## src/rtl/lcp_pkg.sv

```systemverilog
package lcp_pkg;

    localparam int unsigned LINE_BUFFER_BYTES_DEFAULT = 48;
    localparam int unsigned QUEUE_DEPTH = 2;

    localparam logic [7:0] CHAR_BS  = 8'h08;
    localparam logic [7:0] CHAR_DEL = 8'h7F;
    localparam logic [7:0] CHAR_CR  = 8'h0D;
    localparam logic [7:0] CHAR_LF  = 8'h0A;

    localparam logic [3:0] CMD_NONE    = 4'd0;
    localparam logic [3:0] CMD_STOP    = 4'd1;
    localparam logic [3:0] CMD_GRAB    = 4'd2;
    localparam logic [3:0] CMD_GRABPID = 4'd3;
    localparam logic [3:0] CMD_LIGHT   = 4'd4;
    localparam logic [3:0] CMD_HARD    = 4'd5;
    localparam logic [3:0] CMD_UNEVEN  = 4'd6;
    localparam logic [3:0] CMD_YEAH    = 4'd7;
    localparam logic [3:0] CMD_RELEASE = 4'd8;
    localparam logic [3:0] CMD_SETUP   = 4'd9;
    localparam logic [3:0] CMD_ADJUST  = 4'd10;

    localparam int unsigned NUM_KW = 10;
    localparam int unsigned KW_MAX = 7;

    typedef enum logic [1:0] {
        OP_STORE,
        OP_ERASE,
        OP_END
    } op_t;

    typedef struct packed {
        op_t        op;
        logic [7:0] data;
    } entry_t;

    typedef struct packed {
        logic [3:0]  command_code;
        logic [7:0]  motor_index;
        logic        direction_negative;
        logic [31:0] rotation_micro_units;
    } result_t;

    function automatic logic [7:0] fold(input logic [7:0] c);
        if (c >= 8'h41 && c <= 8'h5A) begin
            return c + 8'h20;
        end
        return c;
    endfunction

    function automatic logic is_blank(input logic [7:0] c);
        return c == 8'h20 || c == 8'h09;
    endfunction

    function automatic logic is_digit(input logic [7:0] c);
        return c >= 8'h30 && c <= 8'h39;
    endfunction

    function automatic logic [7:0] kw_char(input int unsigned k, input int unsigned i);
        logic [8*KW_MAX-1:0] s;
        case (k)
            0:       s = {"stop", 24'h0};
            1:       s = {"grab", 24'h0};
            2:       s = "grabpid";
            3:       s = {"light", 16'h0};
            4:       s = {"hard", 24'h0};
            5:       s = {"uneven", 8'h0};
            6:       s = {"yeah", 24'h0};
            7:       s = "release";
            8:       s = {"relase", 8'h0};
            default: s = {"setup", 16'h0};
        endcase
        return s[8*(KW_MAX-1-i) +: 8];
    endfunction

    function automatic logic [2:0] kw_len(input int unsigned k);
        case (k)
            0, 1, 4, 6: return 3'd4;
            2, 7:       return 3'd7;
            3, 9:       return 3'd5;
            default:    return 3'd6;
        endcase
    endfunction

    function automatic logic [3:0] kw_code(input int unsigned k);
        case (k)
            0:       return CMD_STOP;
            1:       return CMD_GRAB;
            2:       return CMD_GRABPID;
            3:       return CMD_LIGHT;
            4:       return CMD_HARD;
            5:       return CMD_UNEVEN;
            6:       return CMD_YEAH;
            7, 8:    return CMD_RELEASE;
            default: return CMD_SETUP;
        endcase
    endfunction

endpackage

```

## src/rtl/lcp_front.sv

```systemverilog
module lcp_front (
    input  logic                s_valid,
    output logic                s_ready,
    input  logic [7:0]          s_rx_byte,
    output logic                q_push,
    output lcp_pkg::entry_t     q_entry,
    input  logic                q_full
);

    always_comb begin
        s_ready        = !q_full;
        q_push         = s_valid && !q_full;
        q_entry.data   = s_rx_byte;
        if (s_rx_byte == lcp_pkg::CHAR_CR || s_rx_byte == lcp_pkg::CHAR_LF) begin
            q_entry.op = lcp_pkg::OP_END;
        end else if (s_rx_byte == lcp_pkg::CHAR_BS || s_rx_byte == lcp_pkg::CHAR_DEL) begin
            q_entry.op = lcp_pkg::OP_ERASE;
        end else begin
            q_entry.op = lcp_pkg::OP_STORE;
        end
    end

endmodule

```

## src/rtl/lcp_queue.sv

```systemverilog
module lcp_queue (
    input  logic            aclk,
    input  logic            aresetn,
    input  logic            push,
    input  lcp_pkg::entry_t push_entry,
    output logic            full,
    input  logic            pop,
    output logic            not_empty,
    output lcp_pkg::entry_t head
);

    lcp_pkg::entry_t slot_reg [lcp_pkg::QUEUE_DEPTH];
    logic            rd_reg, wr_reg;
    logic [1:0]      count_reg;

    assign full      = count_reg == 2'(lcp_pkg::QUEUE_DEPTH);
    assign not_empty = count_reg != 2'd0;
    assign head      = slot_reg[rd_reg];

    always_ff @(posedge aclk) begin
        if (push) begin
            slot_reg[wr_reg] <= push_entry;
        end
        if (!aresetn) begin
            rd_reg    <= 1'b0;
            wr_reg    <= 1'b0;
            count_reg <= 2'd0;
        end else begin
            if (push) begin
                wr_reg <= !wr_reg;
            end
            if (pop) begin
                rd_reg <= !rd_reg;
            end
            count_reg <= count_reg + 2'(push) - 2'(pop);
        end
    end

endmodule

```

## src/rtl/lcp_back.sv

```systemverilog
module lcp_back #(
    parameter int unsigned LINE_BUFFER_BYTES = lcp_pkg::LINE_BUFFER_BYTES_DEFAULT
) (
    input  logic             aclk,
    input  logic             aresetn,
    input  logic             q_valid,
    input  lcp_pkg::entry_t  q_head,
    output logic             q_pop,
    output logic             m_valid,
    input  logic             m_ready,
    output lcp_pkg::result_t m_result
);

    localparam int unsigned LW = $clog2(LINE_BUFFER_BYTES);
    localparam int unsigned AW = (LW < 1) ? 1 : LW;

    typedef enum logic [3:0] {
        S_IDLE, S_LEN, S_RD, S_KW, S_ADJ, S_MUL1, S_MUL2, S_FIN, S_OUT
    } state_t;

    typedef enum logic [3:0] {
        P_LEAD, P_A, P_D, P_J, P_J2, P_MOTOR, P_MB, P_SIGNB, P_WHOLE, P_FRAC, P_TAIL, P_BAD
    } pstate_t;

    state_t     state_reg;
    pstate_t    ps_reg;
    logic [7:0] mem [LINE_BUFFER_BYTES];
    logic [7:0] rdata_reg;
    logic [LW:0] len_reg, eff_reg, idx_reg;
    logic [lcp_pkg::NUM_KW-1:0] kw_ok_reg;
    logic [11:0] motor_reg;
    logic        neg_reg, any_reg;
    logic [31:0] whole_reg, frac_reg, rot_reg;
    logic [19:0] scale_reg;
    logic [31:0] prod_reg;
    lcp_pkg::result_t res_reg;
    logic [7:0]  c, fc;
    logic [3:0]  dig;
    logic [3:0]  kcode;

    function automatic logic [19:0] next_scale(input logic [19:0] s);
        case (s)
            20'd100000: return 20'd10000;
            20'd10000:  return 20'd1000;
            20'd1000:   return 20'd100;
            20'd100:    return 20'd10;
            20'd10:     return 20'd1;
            default:    return 20'd0;
        endcase
    endfunction

    assign m_valid  = state_reg == S_OUT;
    assign m_result = res_reg;
    assign q_pop    = state_reg == S_IDLE && q_valid;
    assign c        = rdata_reg;
    assign fc       = lcp_pkg::fold(rdata_reg);
    assign dig      = rdata_reg[3:0];

    always_comb begin
        kcode = lcp_pkg::CMD_NONE;
        for (int k = lcp_pkg::NUM_KW - 1; k >= 0; k--) begin
            if (kw_ok_reg[k] && eff_reg == (LW+1)'(lcp_pkg::kw_len(k))) begin
                kcode = lcp_pkg::kw_code(k);
            end
        end
    end

    always_ff @(posedge aclk) begin
        if (q_pop && q_head.op == lcp_pkg::OP_STORE
                && len_reg < (LW+1)'(LINE_BUFFER_BYTES - 1)) begin
            mem[len_reg[AW-1:0]] <= q_head.data;
        end
        rdata_reg <= mem[idx_reg[AW-1:0]];
        if (!aresetn) begin
            state_reg <= S_IDLE;
            len_reg   <= '0;
        end else begin
            unique case (state_reg)
                S_IDLE: begin
                    if (q_valid) begin
                        unique case (q_head.op)
                            lcp_pkg::OP_ERASE: begin
                                if (len_reg != '0) begin
                                    len_reg <= len_reg - 1'b1;
                                end
                            end
                            lcp_pkg::OP_STORE: begin
                                if (len_reg < (LW+1)'(LINE_BUFFER_BYTES - 1)) begin
                                    len_reg <= len_reg + 1'b1;
                                end else begin
                                    len_reg <= '0;
                                end
                            end
                            default: begin
                                state_reg <= S_LEN;
                                eff_reg   <= '0;
                                idx_reg   <= '0;
                            end
                        endcase
                    end
                end
                S_LEN: begin
                    state_reg <= S_RD;
                end
                S_RD: begin
                    if (eff_reg < len_reg && c != 8'h00) begin
                        eff_reg   <= eff_reg + 1'b1;
                        idx_reg   <= eff_reg + 1'b1;
                        state_reg <= S_LEN;
                    end else begin
                        len_reg   <= '0;
                        idx_reg   <= '0;
                        kw_ok_reg <= '1;
                        state_reg <= S_KW;
                    end
                end
                S_KW: begin
                    // Reads are registered; idx 0 data arrives next cycle.
                    state_reg <= S_ADJ;
                    ps_reg    <= P_LEAD;
                    motor_reg <= '0;
                    whole_reg <= '0;
                    frac_reg  <= '0;
                    scale_reg <= 20'd100000;
                    any_reg   <= 1'b0;
                    neg_reg   <= 1'b0;
                    idx_reg   <= idx_reg + 1'b1;
                end
                S_ADJ: begin
                    logic       at_end;
                    logic [LW:0] pos;
                    pos    = idx_reg - 1'b1;
                    at_end = pos >= eff_reg;
                    for (int k = 0; k < lcp_pkg::NUM_KW; k++) begin
                        if (pos < (LW+1)'(lcp_pkg::KW_MAX) && !at_end
                                && fc != lcp_pkg::kw_char(k, pos[2:0])) begin
                            kw_ok_reg[k] <= 1'b0;
                        end
                    end
                    idx_reg <= idx_reg + 1'b1;
                    unique case (ps_reg)
                        P_LEAD: if (at_end) ps_reg <= P_BAD;
                                else if (fc == "a") ps_reg <= P_D;
                                else if (!lcp_pkg::is_blank(c)) ps_reg <= P_BAD;
                        P_D:    ps_reg <= (!at_end && fc == "d") ? P_J : P_BAD;
                        P_J:    ps_reg <= (!at_end && fc == "j") ? P_J2 : P_BAD;
                        P_J2:   ps_reg <= (!at_end && lcp_pkg::is_blank(c)) ? P_A : P_BAD;
                        P_A: begin
                            if (at_end) ps_reg <= P_BAD;
                            else if (lcp_pkg::is_digit(c)) begin
                                motor_reg <= 12'(motor_reg * 4'd10 + dig);
                                any_reg   <= 1'b1;
                                ps_reg    <= P_MOTOR;
                            end else if (!lcp_pkg::is_blank(c)) ps_reg <= P_BAD;
                        end
                        P_MOTOR: begin
                            if (!at_end && lcp_pkg::is_digit(c)) begin
                                if (motor_reg <= 12'd255) begin
                                    motor_reg <= 12'(motor_reg * 4'd10 + dig);
                                end
                            end else if (!at_end && c == "+") begin
                                any_reg <= 1'b0;
                                ps_reg  <= P_SIGNB;
                            end else if (!at_end && c == "-") begin
                                neg_reg <= 1'b1;
                                any_reg <= 1'b0;
                                ps_reg  <= P_SIGNB;
                            end else if (!at_end && lcp_pkg::is_blank(c)) begin
                                ps_reg <= P_MB;
                            end else ps_reg <= P_BAD;
                        end
                        P_MB: begin
                            if (!at_end && c == "+") ps_reg <= P_SIGNB;
                            else if (!at_end && c == "-") begin
                                neg_reg <= 1'b1;
                                ps_reg  <= P_SIGNB;
                            end else if (at_end || !lcp_pkg::is_blank(c)) ps_reg <= P_BAD;
                            any_reg <= 1'b0;
                        end
                        P_SIGNB: begin
                            if (at_end) ps_reg <= P_BAD;
                            else if (lcp_pkg::is_digit(c)) begin
                                whole_reg <= 32'(whole_reg * 4'd10) + 32'(dig);
                                any_reg   <= 1'b1;
                                ps_reg    <= P_WHOLE;
                            end else if (c == ".") ps_reg <= P_FRAC;
                            else if (!lcp_pkg::is_blank(c)) ps_reg <= P_BAD;
                        end
                        P_WHOLE: begin
                            if (at_end) ;
                            else if (lcp_pkg::is_digit(c)) begin
                                whole_reg <= 32'(whole_reg * 4'd10) + 32'(dig);
                            end else if (c == ".") ps_reg <= P_FRAC;
                            else if (lcp_pkg::is_blank(c)) ps_reg <= P_TAIL;
                            else ps_reg <= P_BAD;
                        end
                        P_FRAC: begin
                            if (at_end) ;
                            else if (lcp_pkg::is_digit(c)) begin
                                any_reg <= 1'b1;
                                if (scale_reg != '0) begin
                                    frac_reg  <= frac_reg + 32'(20'(dig * scale_reg));
                                    scale_reg <= next_scale(scale_reg);
                                end
                            end else if (lcp_pkg::is_blank(c)) ps_reg <= P_TAIL;
                            else ps_reg <= P_BAD;
                        end
                        P_TAIL: if (!at_end && !lcp_pkg::is_blank(c)) ps_reg <= P_BAD;
                        default: ;
                    endcase
                    if (at_end) begin
                        state_reg <= S_MUL1;
                    end
                end
                S_MUL1: begin
                    prod_reg  <= 32'(whole_reg * 32'd1000000);
                    state_reg <= S_MUL2;
                end
                S_MUL2: begin
                    rot_reg   <= prod_reg + frac_reg;
                    state_reg <= S_FIN;
                end
                S_FIN: begin
                    lcp_pkg::result_t r;
                    r = '0;
                    if (kcode != lcp_pkg::CMD_NONE) begin
                        r.command_code = kcode;
                    end else if (any_reg && motor_reg <= 12'd255
                            && (ps_reg == P_WHOLE || ps_reg == P_FRAC || ps_reg == P_TAIL)) begin
                        r.command_code         = lcp_pkg::CMD_ADJUST;
                        r.motor_index          = motor_reg[7:0];
                        r.direction_negative   = neg_reg;
                        r.rotation_micro_units = rot_reg;
                    end
                    res_reg   <= r;
                    state_reg <= S_OUT;
                end
                S_OUT: begin
                    if (m_ready) state_reg <= S_IDLE;
                end
                default: state_reg <= S_IDLE;
            endcase
        end
    end

endmodule

```

## src/rtl/line_command_parser.sv

```systemverilog
// Channel | Ports                                   | Direction
// s_      | s_valid s_ready s_rx_byte               | in
// m_      | m_valid m_ready m_command_code ...      | out
// A stored or erased byte is handled in the back end's idle state; a line end
// occupies it while the line store is scanned up to the first zero through its
// single read port, then while the line is parsed and its result handed out.
// A two-entry queue lets the front keep taking bytes meanwhile.
// Reset is synchronous and active low; the line store itself is not cleared.
// The result holds on m_ until m_ready; the back end waits there.
module line_command_parser #(
    parameter int unsigned LINE_BUFFER_BYTES = lcp_pkg::LINE_BUFFER_BYTES_DEFAULT
) (
    input  logic        aclk,
    input  logic        aresetn,
    input  logic        s_valid,
    output logic        s_ready,
    input  logic [7:0]  s_rx_byte,
    output logic        m_valid,
    input  logic        m_ready,
    output logic [3:0]  m_command_code,
    output logic [7:0]  m_motor_index,
    output logic        m_direction_negative,
    output logic [31:0] m_rotation_micro_units
);

    logic             q_push, q_full, q_pop, q_valid;
    lcp_pkg::entry_t  q_in, q_head;
    lcp_pkg::result_t res;

    lcp_front u_front (
        .s_valid, .s_ready, .s_rx_byte,
        .q_push, .q_entry(q_in), .q_full
    );

    lcp_queue u_queue (
        .aclk, .aresetn, .push(q_push), .push_entry(q_in), .full(q_full),
        .pop(q_pop), .not_empty(q_valid), .head(q_head)
    );

    lcp_back #(.LINE_BUFFER_BYTES(LINE_BUFFER_BYTES)) u_back (
        .aclk, .aresetn, .q_valid, .q_head, .q_pop,
        .m_valid, .m_ready, .m_result(res)
    );

    assign m_command_code         = res.command_code;
    assign m_motor_index          = res.motor_index;
    assign m_direction_negative   = res.direction_negative;
    assign m_rotation_micro_units = res.rotation_micro_units;

endmodule

```

## config.mk

```make
export PLATFORM = sky130hd
export DESIGN_NAME = line_command_parser
export DESIGN_NICKNAME = d
export VERILOG_FILES = /design/src/rtl/lcp_pkg.sv /design/src/rtl/lcp_front.sv /design/src/rtl/lcp_queue.sv /design/src/rtl/lcp_back.sv /design/src/rtl/line_command_parser.sv
export SDC_FILE = /design/constraint.sdc
export NUM_CORES = 1
export LEC_CHECK = 0
export ABC_AREA = 1
export BUFFER_PORTS_ARGS = -buffer_cell sky130_fd_sc_hd__buf_2
export CORE_MARGIN = 2
export CORE_UTILIZATION = 45
export CTS_BUF_LIST = sky130_fd_sc_hd__clkbuf_16
export DETAILED_ROUTE_END_ITERATION = 6
export PLACE_DENSITY_LB_ADDON = 0.08
export SKIP_LAST_GASP = 1
export SLEW_MARGIN = 20
export SYNTH_ARGS = -nofsm -noshare
export SYNTH_HDL_FRONTEND = slang
export SYNTH_SLANG_ARGS = --single-unit
```

## constraint.sdc

```tcl
create_clock -name aclk -period 5.9 [get_ports aclk]
set_input_delay 1.18 -clock aclk [delete_from_list [all_inputs] [get_ports aclk]]
set_output_delay 1.18 -clock aclk [all_outputs]
set_load 0.05 [all_outputs]
```

== Word-level counts from Yosys, hierarchy flattened ==
Memories as Yosys holds them, arrays and structs flattened. A register that Yosys moved wholly into a read port is not among the register bits.
Index checks and enable logic that the tools add are counted.
Storage, ports and cells
  register bits: 244
  bits in writable memories: 404
  output and inout bits: 47
  word-level logic and storage cells: 382
  memories kept: 2
Memory list
  u_back.mem: depth 48, bits a word 8, read ports 1, clocked after Yosys merged registers in 1, wr ports 1, line lcp_back.sv:27  | logic [7:0] mem [LINE_BUFFER_BYTES];
  u_queue.slot_reg: depth 2, bits a word 10, read ports 1, clocked after Yosys merged registers in 1, wr ports 1, line lcp_queue.sv:12  | lcp_pkg::entry_t slot_reg [lcp_pkg::QUEUE_DEPTH];
Operators by class
  add/sub/neg operators: 13
  multiply operators: 4
  $lt $le $gt $ge: 9
  equal/unequal tests: 92
  shifts and indexed selects: 10
  mux-type cells: 133
  bitwise gates (word level): 1
  reductions and logical operators: 88
Operators with widths (count)
  two-way mux 56 bit: 20
  indexed part select 56 x 33 -> 8 bit: 10
  two-way mux 32 bit: 7
  two-way mux 4 bit: 39
  one-hot mux 32 bit (2 select lines): 2
  two-way mux 20 bit: 4
  inequality test 8 bit: 10
  one-hot mux 14 bit (5 select lines): 1
  two-way mux 7 bit: 8
  AND reduction 4 bit: 13
  two-way mux 12 bit: 4
  one-hot mux 12 bit (2 select lines): 2
  two-way mux 45 bit: 1
  one-hot mux 4 bit (11 select lines): 1
  one-hot mux 7 bit (2 select lines): 3
  one-hot mux 20 bit (2 select lines): 1
  logical AND 1 bit: 37
  one-hot mux 4 bit (9 select lines): 1
  inequality test 2 x 1 -> 1 bit (second input constant): 17
  inequality test 3 bit (second input constant): 11
  adder 32 x 20 -> 32 bit: 1
  adder 32 bit: 1
  adder 32 x 4 -> 32 bit: 1
  == test 4 x 3 -> 1 bit (second input constant): 8
  67 further kinds: 147

== Longest topological paths before layout ==
  depth in word-level cells: 14
  gate-level depth with buffers: 28

== Modules after synthesis ==
From an unflattened synthesis, not the netlist that was laid out.
Second synthesis, totals
  cell total of the unflattened synthesis: 3914
  area, all modules: 37841.3 sq um
By module, submodules not included
  lcp_back: instances 1, cells each 3811, area each 36671.4 sq um
  lcp_queue: instances 1, cells each 65, area each 991.0 sq um
  lcp_front: instances 1, cells each 38, area each 178.9 sq um

== Worst setup path before layout ==
Ideal clock, no wire load.
  path kind: register -> register
  start: register u_back.idx_reg[0]
  end: register u_back.frac_reg[0], enable pin
  setup time: 0.460 ns
  arrival: 5.201 ns
  required time: 5.440 ns
  path slack: 0.239 ns
  stages on the path, launching flop included: 17
  clock period less this slack: 5.661 ns
  cell sequence: edfxtp_1 > buf_6 > clkinv_2 > buf_2 > clkbuf_1 > buf_2 > ha_1 > nand3_1 > nor2_1 > xor2_1 > ha_1 > a21oi_1 > o21a_1 > nand3_1 > nor2_1 > o211ai_1 > a21oi_1
Between the ends
  word-level cells in the longest chain between the ends: 4
RTL lines
  start, declared: line lcp_back.sv:29  | logic [LW:0] len_reg, eff_reg, idx_reg;
  start signal, assigned: line lcp_back.sv:108  | idx_reg <= eff_reg + 1'b1;
  start signal, assigned: line lcp_back.sv:127  | idx_reg <= idx_reg + 1'b1;
  start signal, assigned: line lcp_back.sv:140  | idx_reg <= idx_reg + 1'b1;
  subtractor 7 x 1 -> 7 bit: line lcp_back.sv:132  | pos = idx_reg - 1'b1;
  greater-or-equal comparator 7 bit: line lcp_back.sv:133  | at_end = pos >= eff_reg;
  inequality test 2 bit (no line)
  AND reduction 6 bit (no line)
  end signal, assigned: line lcp_back.sv:202  | frac_reg <= frac_reg + 32'(20'(dig * scale_reg));
  end, declared: line lcp_back.sv:33  | logic [31:0] whole_reg, frac_reg, rot_reg;
Every way passes these cells.
A chain may end at the register's enable or synchronous reset.

== Final worst setup path ==
  start: register u_back.whole_reg[2]
  end: register u_back.prod_reg[31] (data pin)
Between the ends
  word-level cells in the longest chain between the ends: 1
RTL lines
  start, declared: line lcp_back.sv:33
  start signal, assigned: line lcp_back.sv:183  | whole_reg <= 32'(whole_reg * 4'd10) + 32'(dig);
  start signal, assigned: line lcp_back.sv:192  | whole_reg <= 32'(whole_reg * 4'd10) + 32'(dig);
  multiplier 32 x 14 -> 26 bit: line lcp_back.sv:216  | prod_reg <= 32'(whole_reg * 32'd1000000);
  end signal, assigned: line lcp_back.sv:216
  end, declared: line lcp_back.sv:35  | logic [31:0] prod_reg;
Every way passes these cells.

==> impl_metrics.ini <==
[status]
status = complete, no violations

[floorplanning]
io_pins = 59
num_rows = 105
die_w_um = 292
dieArea_sq_um = 85200
initial_core_util = 0.454
coreArea_sq_um = 82100
die_h_um = 292

[synthesis]
synth-main-ff-cell = edfxtp_1
seq_area_frac_synth = 0.512
avgSynthCellArea_sq_um = 9.66
synthCells = 3860
syn_area_sq_um = 37300
synthMuxAreaShare = 0.00295
synth_top_family_by_area = simple AND/OR/NAND/NOR gates
synth_compound_area_frac = 0.114
synth-simple-area-share = 0.157
synth_most_common_cell = edfxtp_1
synthDistinctLibCells = 65
synth-seq-cells = 643
yosysTopAreaCell = edfxtp_1
synth_area_leaders = edfxtp_1, ha_1, nand2_1, nor2_1, inv_1
synth-edff-count = 619
async_flop_share = 0
synthTopCellsByCount = edfxtp_1, nand2_1, nor2_1
yosysTopAreaCellShare = 0.499
synth_fa_ha_area_frac = 0.124
synth-xor-area-share = 0.0261
yosys_warnings = 0

[power]
combPwrFrac = 0.511
powerDensity_nw_per_um2 = 531
intPower_mw = 12.2
vdd_drop_max_mv = 0.376
power_frac_seq = 0.273
leakagePower_nw = 17.0
p_switching_mw = 9.76
power.share.clock = 0.216
p_sw_frac = 0.444

[grt]
gr-total-overflow = 0
grt_pass1_vias = 26294
grt_max_degree = 154
antenna_found_initial = 2
gr-usage-all-layers = 0.226
grt_pass1_wl_um = 151000

[placement]
pre_cts_ws_ps = 339
portBuffers = 58
place_inst = 4925
dp_hpwl_um = 65900
place_area_sq_um = 38900
gp_congestion = 0.867

[route]
initialDrtViolationCount = 1987
drt_wl_total_um = 95700
drt_pass1_iterations = 7
drc_errors = 0
num_vias = 27146
postRouteAntennaNets = 0
wl_per_cell_um = 18.9
vias_per_cell = 5.36

[sta]
slew_headroom = 0.277
rsz0062_at_grt = no
layout_worst_path_cycle_share = 0.906
fin_crit_ps = 5350
worst_slack_ps = 552
tightest_slew_ps = 1080
slew_violations = 0
timing.fmax_mhz = 187
final-hold-violation-count = 0
skew_ps = 52.1
timing.hold.ws_ps = 453
report.final.setup_viol = 0
tns_ps = 0

[layout]
largest_reg_flops = 384
synthToLayoutAreaGrowth_pct = 11.1
stdcell_area_sq_um = 41400
final_net_count = 4257
fill_cells = 7568
layout-drive-gt1-share = 0.0662
multiInputGateArea_sq_um = 15900
seqCellArea_sq_um = 19100
final_cells = 5060
n_antenna_cell = 0

[clock_network]
clockBufferDepth = 3
clock-sinks = 643
cts_tree = yes
cts_hold_buf = 0
root_buffer = clkbuf_16
htreeDepth = 3
cts_inserted_buffers = 73
insertion_delay_ps = 650
clkTransAtPathRegs_ps = 60

[flow_run]
maxCapViolCount = 0

[worst_setup_path]
cp.required_ps = 6270
cp_max_fo = 6
cp.arrival_ps = 5710
worstSetupPathType = reg -> reg
cp-start-kind = flip-flop
crit_path_end_kind = flip-flop

[min_path]
hp-class = reg -> reg
==> through the flow <==
step / total power [mW] / util
after global placement: 17.3 / 0.473
after detailed placement: 17.3 / 0.473
after global routing: 23.9 / 0.505
after CTS: 22.1 / 0.504
after floorplan: 14.2 / -
final: 22.0 / 0.505
==> worst paths after layout <==
check | startpoint | end | slack [ps] | depth (start not counted)
max | u_back.whole_reg[2]$_SDFFCE_PN0P_ | u_back.prod_reg[31]$_DFFE_PP_ | 550 | 18
min | u_queue.rd_reg$_SDFFE_PN0P_ | u_queue.rd_reg$_SDFFE_PN0P_ | 450 | 1
max reg2reg | u_back.whole_reg[2]$_SDFFCE_PN0P_ | u_back.prod_reg[31]$_DFFE_PP_ | 550 | 18
min reg2reg | u_queue.rd_reg$_SDFFE_PN0P_ | u_queue.rd_reg$_SDFFE_PN0P_ | 450 | 1
==> power groups by stage <==
stage | combinational, mW | sequential [mW] | clock, mW
6_report | 11.2 | 6.01 | 4.74
3_3_place_gp | 11.2 | 6.10 | 0
3_5_place_dp | 11.2 | 6.10 | 0
2_1_floorplan | 8.28 | 5.95 | 0
4_1_cts | 11.2 | 6.00 | 4.83
5_1_grt | 12.9 | 6.04 | 5.00
==> cell families (layout without fill, tap and decap cells) <==
logic type      Yosys count  after routing
other cells               1              8
compound gates          743            743
xor+xnor                111            111
buf+inv                 627            750
mux                      10             10
flops                   643            643
fa+ha+maj               314            314
simple gates           1411           1411
==> critical path: stages (launching register included) <==
cell      delay, ps
edfxtp_1        510
inv_1           150
fa_1            510
inv_1            50
fa_1            500
fa_1            580
fa_1            420
ha_1            290
inv_1            50
fa_1            500
inv_1            40
ha_1            360
a21oi_1         200
nor2_1           60
a211oi_1        310
o21ai_0         180
nand3_1         100
o211ai_1        110
xor2_1          160
==> per-layer routing <==
layer,vias to the layer above,wire length (um),GRT usage,share of wire
met1,13013,46400,0.332,0.48
met4,0,1700,0.0512,0.018
met3,93,4580,0.0289,0.048
li1,13387,-,-,-
met2,653,43000,0.358,0.45
met5,-,0,0,0
==> final cells by class <==
type | count | area share
well taps | 1070 | 0.0323
flip-flops and latches | 643 | 0.460
clock inverters | 61 | 0.0172
repair buffers | 94 | 0.0147
inverters | 522 | 0.0475
multi-input cells | 2597 | 0.384
clock buffers | 73 | 0.0441
==> repair_timing <==
item	CTS	global route
resized for setup	0	1
endpoints found under the setup margin	0	6
buffers inserted	0	1
==> layout by cell type (no fill, tap or decap), drive strengths merged, types with 9 or more instances in the layout <==
cell type	n
edfxtp	619
nand2	584
nor2	546
inv	535
o21ai	331
ha	223
a21oi	215
nand3	141
buf	94
fa	91
xor2	76
clkbuf	73
nand4	52
a22oi	46
nor3	46
xnor2	35
o2111ai	33
clkinv	32
dfxtp	24
o21a	20
a31oi	20
o211ai	12
a21o	12
nor4	12
o22ai	10
bufinv	10
o221ai	10
a211oi	9
nor3b	9
No activity file was read; power rests on OpenSTA's default activity.
